### config.mk
export PLATFORM = sky130hd
export DESIGN_NAME = unique_value_set_table_core
export DESIGN_NICKNAME = d
export VERILOG_FILES = /design/src/uvst_pkg.sv /design/src/unique_value_set_table_core.sv /design/src/uvst_cell.sv /design/src/uvst_encoder.sv
export SDC_FILE = /design/constraint.sdc
export NUM_CORES = 1
export LEC_CHECK = 0
export BUFFER_PORTS_ARGS = -buffer_cell sky130_fd_sc_hd__buf_2
export CORE_ASPECT_RATIO = 0.75
export CORE_MARGIN = 2
export CORE_UTILIZATION = 61
export DETAILED_ROUTE_END_ITERATION = 6
export PLACE_DENSITY = 0.8
export SLEW_MARGIN = 10
export SYNTH_ARGS = -nofsm -noshare
export SYNTH_HDL_FRONTEND = slang
export SYNTH_SLANG_ARGS = --single-unit
### constraint.sdc
create_clock -name clk -period 5.1 [get_ports clk]
set_input_delay 0.51 -clock clk [delete_from_list [all_inputs] [get_ports clk]]
set_output_delay 0.51 -clock clk [all_outputs]
set_load 0.05 [all_outputs]
### src/uvst_pkg.sv
// ----------------------------------------------------------------------------
// Unique value set table package
// Shared beat and cell control types, command and status codes, and the controller states.
// ----------------------------------------------------------------------------
package uvst_pkg;

  localparam logic [1:0] CMD_LOOKUP = 2'd0;
  localparam logic [1:0] CMD_ADD    = 2'd1;
  localparam logic [1:0] CMD_REMOVE = 2'd2;

  localparam logic [1:0] ST_DONE = 2'd0;
  localparam logic [1:0] ST_NONE = 2'd1;
  localparam logic [1:0] ST_FULL = 2'd2;

  localparam int unsigned VALUE_W = 32;

  typedef struct packed {
    logic [1:0]                command;
    logic signed [VALUE_W-1:0] value;
  } in_beat_t;

  typedef struct packed {
    logic       found;
    logic [3:0] position;
    logic [4:0] entries_used;
    logic [1:0] status;
  } out_beat_t;

  typedef struct packed {
    logic in_use;
    logic cmp_en;
    logic load_new;
    logic shift;
  } cell_ctrl_t;

  typedef enum logic [1:0] {
    S_IDLE,
    S_CMP,
    S_EXE
  } uvst_state_t;

endpackage

### src/unique_value_set_table_core.sv
// ----------------------------------------------------------------------------
// Unique value set table core
// Ordered set of distinct 32-bit values with lookup, add and remove commands.
// ----------------------------------------------------------------------------
// A command beat is taken at a rising edge where start is high and busy is
// low; the beat carries the command code and the value. The result beat is
// shown on out_data for exactly one cycle, marked by out_strobe, and is
// registered at the end of the command's update state. The receiver cannot
// hold it off. Each command passes through a compare state, in which every
// cell of the row compares its stored value with the key and registers the
// match, and an update state, in which the match is encoded and the row is
// updated. A new command can be taken during the previous one's update
// state. A remove shifts every later cell down by one in the update state.
// Reset empties the table; the stored values themselves are not cleared,
// cells beyond the fill count never report a match.
// ----------------------------------------------------------------------------
module unique_value_set_table_core
  import uvst_pkg::*;
#(
  parameter int unsigned CAPACITY = 16
) (
  input  logic      clk,
  input  logic      rst_n,
  input  logic      start,
  output logic      busy,
  input  in_beat_t  in_data,
  output logic      out_strobe,
  output out_beat_t out_data
);

  localparam int unsigned IW = $clog2(CAPACITY);
  localparam int unsigned CW = $clog2(CAPACITY + 1);

  uvst_state_t state_r, state_nxt;
  logic [1:0]         cmd_r;
  logic [VALUE_W-1:0] value_r;
  logic [CW-1:0]      occ_r, occ_nxt;
  logic               out_strobe_r;
  out_beat_t          out_data_r, out_data_nxt;

  logic accept;
  logic cmp_en;
  logic exe;

  logic [CAPACITY-1:0] hit_w;
  logic [VALUE_W-1:0]  slot_w [CAPACITY];
  logic                found_w;
  logic [IW-1:0]       pos_w;
  logic                full_w;
  logic                add_do;
  logic                rem_do;
  logic [1:0]          status_w;

  always_comb begin
    state_nxt = state_r;
    case (state_r)
      S_IDLE:  if (start) state_nxt = S_CMP;
      S_CMP:   state_nxt = S_EXE;
      S_EXE:   state_nxt = start ? S_CMP : S_IDLE;
      default: state_nxt = S_IDLE;
    endcase
  end

  always_comb begin
    busy   = 1'b0;
    cmp_en = 1'b0;
    exe    = 1'b0;
    case (state_r)
      S_CMP: begin
        busy   = 1'b1;
        cmp_en = 1'b1;
      end
      S_EXE:   exe = 1'b1;
      default: busy = 1'b0;
    endcase
  end

  assign accept = start && !busy;

  always_ff @(posedge clk) begin
    if (!rst_n) begin
      state_r      <= S_IDLE;
      occ_r        <= '0;
      out_strobe_r <= 1'b0;
    end else begin
      state_r      <= state_nxt;
      occ_r        <= occ_nxt;
      out_strobe_r <= exe;
    end
  end

  always_ff @(posedge clk) begin
    if (accept) begin
      cmd_r   <= in_data.command;
      value_r <= in_data.value;
    end
    if (exe) begin
      out_data_r <= out_data_nxt;
    end
  end

  for (genvar i = 0; i < CAPACITY; i++) begin : g_cell
    cell_ctrl_t         ctrl;
    logic [VALUE_W-1:0] next_slot;

    if (i == CAPACITY - 1) begin : g_last
      assign next_slot = '0;
    end else begin : g_mid
      assign next_slot = slot_w[i+1];
    end

    assign ctrl.in_use   = CW'(i) < occ_r;
    assign ctrl.cmp_en   = cmp_en;
    assign ctrl.load_new = exe && add_do && (CW'(i) == occ_r);
    assign ctrl.shift    = exe && rem_do && (IW'(i) >= pos_w) && (CW'(i + 1) < occ_r);

    uvst_cell u_cell (
      .clk         (clk),
      .ctrl        (ctrl),
      .key_i       (value_r),
      .next_slot_i (next_slot),
      .slot_o      (slot_w[i]),
      .hit_o       (hit_w[i])
    );
  end

  uvst_encoder #(
    .CAPACITY (CAPACITY),
    .IW       (IW)
  ) u_encoder (
    .hit_i   (hit_w),
    .found_o (found_w),
    .pos_o   (pos_w)
  );

  assign full_w = occ_r == CW'(CAPACITY);
  assign add_do = (cmd_r == CMD_ADD) && !found_w && !full_w;
  assign rem_do = (cmd_r == CMD_REMOVE) && found_w;

  always_comb begin
    case (cmd_r)
      CMD_ADD:    status_w = found_w ? ST_NONE : (full_w ? ST_FULL : ST_DONE);
      CMD_REMOVE: status_w = found_w ? ST_DONE : ST_NONE;
      default:    status_w = found_w ? ST_DONE : ST_NONE;
    endcase
  end

  always_comb begin
    occ_nxt = occ_r;
    if (exe && add_do) begin
      occ_nxt = occ_r + CW'(1);
    end else if (exe && rem_do) begin
      occ_nxt = occ_r - CW'(1);
    end
  end

  always_comb begin
    out_data_nxt.found        = found_w;
    out_data_nxt.position     = 4'(pos_w);
    out_data_nxt.entries_used = 5'(occ_nxt);
    out_data_nxt.status       = status_w;
  end

  assign out_strobe = out_strobe_r;
  assign out_data   = out_data_r;

`ifndef NO_ASSERTIONS
  a_occ_bound: assert property (@(posedge clk) disable iff (!rst_n)
    occ_r <= CW'(CAPACITY))
    else $error("Fill count exceeds the table capacity.");

  a_single_hit: assert property (@(posedge clk) disable iff (!rst_n)
    state_r == S_EXE |-> $onehot0(hit_w))
    else $error("More than one cell matched the key.");

  a_result_latency: assert property (@(posedge clk) disable iff (!rst_n)
    out_strobe |-> $past(start && !busy, 3))
    else $error("Result beat without a command beat three cycles earlier.");

  a_occ_change: assert property (@(posedge clk) disable iff (!rst_n)
    $past(rst_n) && (occ_r != $past(occ_r)) |-> out_strobe)
    else $error("Fill count changed outside a command update.");
`endif

endmodule

### src/uvst_cell.sv
// ----------------------------------------------------------------------------
// Unique value set table cell
// Holds one stored value, registers its match against the search key, and
// loads either a new value or its upper neighbor's value on removal.
// ----------------------------------------------------------------------------
module uvst_cell
  import uvst_pkg::*;
(
  input  logic               clk,
  input  cell_ctrl_t         ctrl,
  input  logic [VALUE_W-1:0] key_i,
  input  logic [VALUE_W-1:0] next_slot_i,
  output logic [VALUE_W-1:0] slot_o,
  output logic               hit_o
);

  logic [VALUE_W-1:0] slot_r;
  logic               hit_r;

  always_ff @(posedge clk) begin
    if (ctrl.load_new) begin
      slot_r <= key_i;
    end else if (ctrl.shift) begin
      slot_r <= next_slot_i;
    end
  end

  always_ff @(posedge clk) begin
    if (ctrl.cmp_en) begin
      hit_r <= ctrl.in_use && (slot_r == key_i);
    end
  end

  assign slot_o = slot_r;
  assign hit_o  = hit_r;

endmodule

### src/uvst_encoder.sv
// ----------------------------------------------------------------------------
// Unique value set table match encoder
// Turns the registered match flags of the cell row into a hit flag and the
// index of the matching cell. Stored values are distinct, so at most one
// flag is set.
// ----------------------------------------------------------------------------
module uvst_encoder #(
  parameter int unsigned CAPACITY = 16,
  parameter int unsigned IW       = 4
) (
  input  logic [CAPACITY-1:0] hit_i,
  output logic                found_o,
  output logic [IW-1:0]       pos_o
);

  always_comb begin
    pos_o = '0;
    for (int unsigned i = 0; i < CAPACITY; i++) begin
      pos_o = pos_o | (hit_i[i] ? IW'(i) : '0);
    end
  end

  assign found_o = |hit_i;

endmodule

==> results of run 1 <==
[layout make-up]
type / instances / share of cell area [%]
repair buffers: 142 / 2.91
diodes: 1 / 0.00755
inverters: 7 / 0.0792
well taps: 648 / 2.45
multi-input cells: 1351 / 36.8
clock inverters: 37 / 0.958
clock buffers: 66 / 4.34
flip-flops and latches: 582 / 52.5
[through the flow]
stage | area (sq um) | worst slack (ns) | std cells | util (%)
final | 33200 | 0.844 | 2834 | 67.9
after floorplan | 30300 | 1.02 | 2129 | -
after global routing | 33200 | 0.542 | 2833 | 67.8
after detailed placement | 31400 | 1.02 | 2730 | 64.3
after CTS | 33200 | 1.02 | 2833 | 67.8
after global placement | 31400 | 1.20 | 2730 | 64.3
[worst max-delay path: cells and delay by family, from the launching register on]
family                   cells  cell delay, ns
adder cells (fa/ha/maj)      1            0.19
AND/OR/NAND/NOR              5            2.36
flip-flops                   1            0.43
AO/OA/AOI/OAI                1            0.27
buffers and inverters        2            0.63
[final timing paths]
check,startpoint,endpoint,depth (start not counted)
hold reg to reg,state_r[0],state_r[0],1
setup reg to reg,g_cell[7].u_cell.hit_o,g_cell[15].u_cell.slot_o[25],9
setup / recovery,g_cell[7].u_cell.hit_o,g_cell[15].u_cell.slot_o[25],9
hold / removal,in_data[25],value_r[25],1
[registers in the layout, summed over array words and instances (netlist names)]
| signal | cells |
|---|---|
| out_strobe | 1 |
| out_data | 12 |
| g_cell.u_cell.slot_o | 512 |
| g_cell.u_cell.hit_o | 16 |
| state_r | 2 |
| occ_r | 5 |
| cmd_r | 2 |
| value_r | 32 |
[synth_stat cells (all sizes together), types with 2 or more instances]
library cell	number
xnor2	105
inv	7
a31oi	2
and3	5
buf	82
or2	2
xor2	411
nand2	28
o21bai	2
o21ai	11
and2	42
clkbuf	107
a21oi	11
dfxtp	8
nor3	15
o211ai	2
nor2b	6
nor4	117
o31ai	6
nand3	16
mux2	480
nor2	21
edfxtp	574
nand4	43
a2111oi	2
ha	6
nand2b	2
[cells in the final DEF (no fill, tap or decap), types with 7 or more instances in the layout]
cell type / Yosys / routed
clkbuf_16: 0 / 56
buf_2: 65 / 50
xor2_1: 411 / 411
nand2_1: 28 / 28
buf_4: 0 / 90
clkbuf_1: 107 / 10
clkinv_2: 0 / 11
nor3_1: 13 / 13
mux2_1: 18 / 18
edfxtp_1: 574 / 574
clkinv_1: 0 / 13
dfxtp_1: 8 / 8
xnor2_1: 105 / 105
a21oi_1: 11 / 11
o21ai_2: 0 / 7
nor2_1: 21 / 21
nand4_1: 43 / 43
mux2_2: 462 / 462
nor4_1: 116 / 116
nand3_1: 16 / 16
and2_1: 42 / 42
inv_1: 7 / 7
[power groups by stage]
stage	Clock (mW)	Sequential, mW	Combinational [mW]
after floorplan	0	5.32	0.336
after global placement	0	5.35	0.514
after detailed placement	0	5.36	0.522
after CTS	4.10	5.25	0.525
after global routing	4.28	5.25	0.563
final	4.08	5.25	0.543
[cells by family after synthesis]
family | Yosys count | synth area share (%)
muxes | 480 | 17.8
adders and majority gates | 6 | 0.248
xor gates and xnor gates | 516 | 14.9
DFF | 582 | 57.4
AOI/OAI and AO/OA | 44 | 0.925
buffers and inverters | 196 | 2.77
and+or+nand+nor | 305 | 5.92
[metal layers]
metal	track usage, %	vias to the layer above	share of wire, %
li1	-	7836	-
met1	52.3	9168	42
met2	44.0	1276	39
met3	12.5	163	16
met4	9.28	0	2.8
met5	0	-	0
==> reports/summary.txt, run 1 <==
Seq/Total Area, Yosys = 57.4%
top cells by area, synth = edfxtp_1, mux2_2, xor2_1
Pleak = 10.0 nW
Skew-Pair Late Insertion Delay = 0.63 ns
design internal power = 7.60 mW
Die W = 261 um
footprint of the multi-input gates = 0.0122 sq mm
Antenna Nets Post-Route = 0
worst rel slew slack = 25.7%
initial cell density of the core = 62.0%
Critical Path RT = 5.37 ns
crit path cell chain = nor4_1 > nand4_1 > inv_1 > ha_1 > and3b_1 > and3_1 > and3_1 > o21bai_2 > buf_4
period utilization = 83.5%
Max Fanout on Critical Path = 33
post_cts resized = 0
syn nets = 2172
GRT Total Usage = 33.7%
Sw Ratio = 23.0%
biggest area consumer among synthesized cells = edfxtp_1
clk_skew = 0.0277 ns
global-route wire length before repair = 124000 um
Die Y = 197 um
most used cell along the critical path = and3_1
Hold WS = 0.0486 ns
Clk pwr share = 41.3%
Setup crit end kind = flop
final wirelength = 85700 um
filler instances = 3316
clk root buf = clkbuf_16
Setup CP Type = flop to flop
WP data arrival = 4.53 ns
port bufs = 50
Storage cell area = 0.0174 sq mm
Setup TNS = 0 ns
overall power = 9.88 mW
# Post-CTS Setup Buffers = 0
Most used DFF post-synth = edfxtp_1
CTS tree = yes
io pins = 51
MaxCap Viol Count = 0
CTS Hold Bufs = 0
nets = 2183
Max IR drop VDD = 262 uV
layout cells sized above 1 = 32.4%
post-synthesis async set-or-reset flop share = 0%
Cell Pwr Density = 298 mW/mm^2
TritonCTS Sinks = 582
Crit-path slowest cell = and3_1
Reg clk slew, reported paths = 0.06 ns
# DRC = 0
Flop pwr share = 53.2%
Overflow after GRT = 0
max incr delay on CP = 0.85 ns
register bit count reported by yosys = 582
Die Area = 0.0515 sq mm
area fraction of the dominant cell type after synthesis = 56.9%
Placer Congestion = 0.999
post-synth cell types = 48
Layout area overhead = 9.41%
crit start category = flop
worst slew pin tran = 1.11 ns
Initial DRC Count = 2848
synthesized area = 0.0303 sq mm
synth warn = 0
CTS Buffer Depth = 3
first-pass detailed-route iteration total = 5
Final Slew Violations = 0
setup violators final = 0
unrepaired setup endpoints after global routing = false
initial antenna violation count = 0
vias per cell = 6.51
vias in the first global route = 18000
Fmax achieved = 235 MHz
vias = 18400
number of synthesized flops with an enable pin = 574
Synth Area per Inst = 14.2 sq um
drt wl/cell = 30.3 um
r2r setup slk = 0.84 ns
HPWL Detailed = 59000 um
core area = 0.0489 sq mm
Core Rows = 70
Combinational Power Share = 5.5%
P_sw = 2.28 mW
status = completed
Mapped Cells = 2129
H-tree depth = 2
Final min period = 4.26 ns
Fin. Hold Viols = 0
pin count of the biggest net entering global routing = 35
Num CTS Buffers = 56
worst min path class = input pin to flop
Power figures use the tool's default switching activity.
==> run 2: changes to the inputs <==
Settings changed: CORE_UTILIZATION 61 to 57, PLACE_DENSITY 0.8 to 0.78.
Clock period 5.1 ns to 3.5 ns, I/O delays scaled along.
==> run 2 against run 1 <==
Compared with the run above: register-to-register slack lost 0.56 ns; global-route usage shrank 2.0 points; combinational power grew 55%; largest cell class unchanged.
==> reports/summary.txt, run 2 (synthesized netlist as in run 1, its figures left out) <==
Overflow after GRT = 0 (unchanged)
Metal-1 WL = 37800 um (+5.2%)
Initial DRC Count = 2476 (-13%)
Cell Pwr Density = 425 mW/mm^2 (+43%)
vias per cell = 6.28 (-3.5%)
max FFs per register = 512 (unchanged)
CTS Buffer Depth = 3 (unchanged)
Setup crit end kind = flop
Max Fanout on Critical Path = 32 (-3.0%)
global-route wire length before repair = 127000 um (+2.1%)
final wirelength = 86900 um (+1.4%)
met2 WL = 34200 um (+1.7%)
port bufs = 50 (unchanged)
clk root buf = clkbuf_16
Placed Instances = 2831 (+3.7%)
delay-heaviest family, CP = simple AND/OR/NAND/NOR gates
most frequent cells in the layout = edfxtp_1, mux2_2, xor2_1
commonest non-fill, non-tap cell in the layout = edfxtp_1
Critical Path RT = 3.85 ns (-1.52 ns)
H-tree depth = 2 (unchanged)
Critical path buffers and inverters = 2 (unchanged)
HPWL Detailed = 58900 um (about the same)
# DRC = 0 (unchanged)
clk_skew = 0.0245 ns (-0.00324 ns)
setup violators final = 0 (unchanged)
Fmax achieved = 311 MHz (+32%)
GRT Total Usage = 31.8% (-2.0 points)
Setup CP Type = flop to flop
Antenna Nets Post-Route = 0 (unchanged)
initial antenna violation count = 2 (+2)
initial cell density of the core = 57.4% (-4.6 points)
pin count of the biggest net entering global routing = 35 (unchanged)
worst min path class = input pin to flop
Max IR drop VDD = 406 uV (+55%)
Die W = 270 um (+3.4%)
overall power = 14.6 mW (+48%)
status = completed
Die Area = 0.0551 sq mm (+6.9%)
Placer Congestion = 0.994 (-0.44%)
worst rel slew slack = 15.7% (-10 points)
layout cells sized above 1 = 33.0% (+0.56 points)
filler instances = 3874 (+17%)
Die Y = 204 um (+3.4%)
Non-Filler Instances = 2970 (+4.8%)
core area = 0.0528 sq mm (+8.0%)
Final min period = 3.21 ns (-1.04 ns)
first-pass detailed-route iteration total = 5 (unchanged)
MaxCap Viol Count = 0 (unchanged)
Reg clk slew, reported paths = 0.06 ns (about the same)
vias = 18700 (+1.2%)
unrepaired setup endpoints after global routing = false
DR WL met3 = 12700 um (-7.5%)
placed cell area = 0.0321 sq mm (+2.4%)
CTS tree = yes
vias in the first global route = 18300 (+1.8%)
nets = 2256 (+3.3%)
max incr delay on CP = 0.45 ns (-0.40 ns)
Fin. Hold Viols = 0 (unchanged)
pre-CTS setup slack = 0.383 ns (-0.638 ns)
setup ws final = 0.287 ns (-0.557 ns)
io pins = 51 (unchanged)
cell area after layout = 0.0343 sq mm (+3.4%)
crit path cell chain = nor4_1 > nand4_1 > inv_1 > ha_1 > and3b_1 > and3_1 > and2_1 > buf_4 > mux2_2
Pleak = 10.5 nW (+4.6%)
Layout area overhead = 13.1%
period utilization = 91.8% (+8.3 points)
# Post-CTS Setup Buffers = 0 (unchanged)
worst slew pin tran = 1.26 ns (+0.156 ns)
Final Slew Violations = 0 (unchanged)
Crit-path slowest cell = nor4_1
drt wl/cell = 29.3 um (-3.2%)
crit start category = flop
Core Rows = 73 (+4.3%)
TritonCTS Sinks = 582 (unchanged)
WP data arrival = 3.56 ns (-0.97 ns)
Skew-Pair Late Insertion Delay = 0.61 ns (-0.02 ns)
Num CTS Buffers = 57 (+1.8%)
uppermost layer routed = met5
run 2: final cells by class:
class | count | area, sq um | area share (%)
Antenna cell | 1 | 2.50 | 0.00730
Sequential cell | 582 | 17400 | 50.8
Timing Repair Buffer | 214 | 1970 | 5.75
Clock buffer | 77 | 1550 | 4.53
Multi-Input combinational cell | 1351 | 12200 | 35.6
Tap cell | 712 | 891 | 2.60
Inverter | 7 | 26.3 | 0.0767
Clock inverter | 26 | 231 | 0.675
run 2: per-stage QoR:
step,TNS (ns),hold slack [ns],utilization (%)
4_1_cts,0,0.0327,64.9
6_report,0,0.0488,64.9
3_5_place_dp,0,0.528,60.9
2_1_floorplan,-78.66,0.436,-
3_3_place_gp,0,0.503,60.9
5_1_grt,0,0.0645,64.9
run 2: tightest hold or removal path, delay by kind of cell:
family,cells,cell delay [ns]
and+or+nand+nor,2,0.12
buffers and inverters,1,0.15
run 2: power breakdown:
group	total (mW)	switching (mW)	leakage (nW)	internal [mW]
Combinational	0.844	0.537	4.95	0.307
Clock	6.05	2.66	0.870	3.39
Sequential	7.67	0.0872	4.65	7.59
run 2: what timing repair did:
item | 4_1_cts | 5_1_grt
hold endpoints to repair | 35 | 0
hold buffers | 35 | 0
gates resized for setup | 0 | 0
run 2: final timing paths:
kind	from	endpoint	slack, ns	cells past startpoint
setup / recovery	g_cell[7].u_cell.hit_o	g_cell[13].u_cell.slot_o[17]	0.29	9
hold / removal	rst_n	state_r[0]	0.05	3
setup reg to reg	g_cell[7].u_cell.hit_o	g_cell[13].u_cell.slot_o[17]	0.29	9
hold reg to reg	state_r[0]	state_r[0]	0.56	1
run 2: per-layer routing:
layer,vias to the layer above,track usage [%]
met3,127,9.88
li1,7998,-
met5,-,0
met4,2,8.17
met2,1229,42.1
met1,9305,49.9
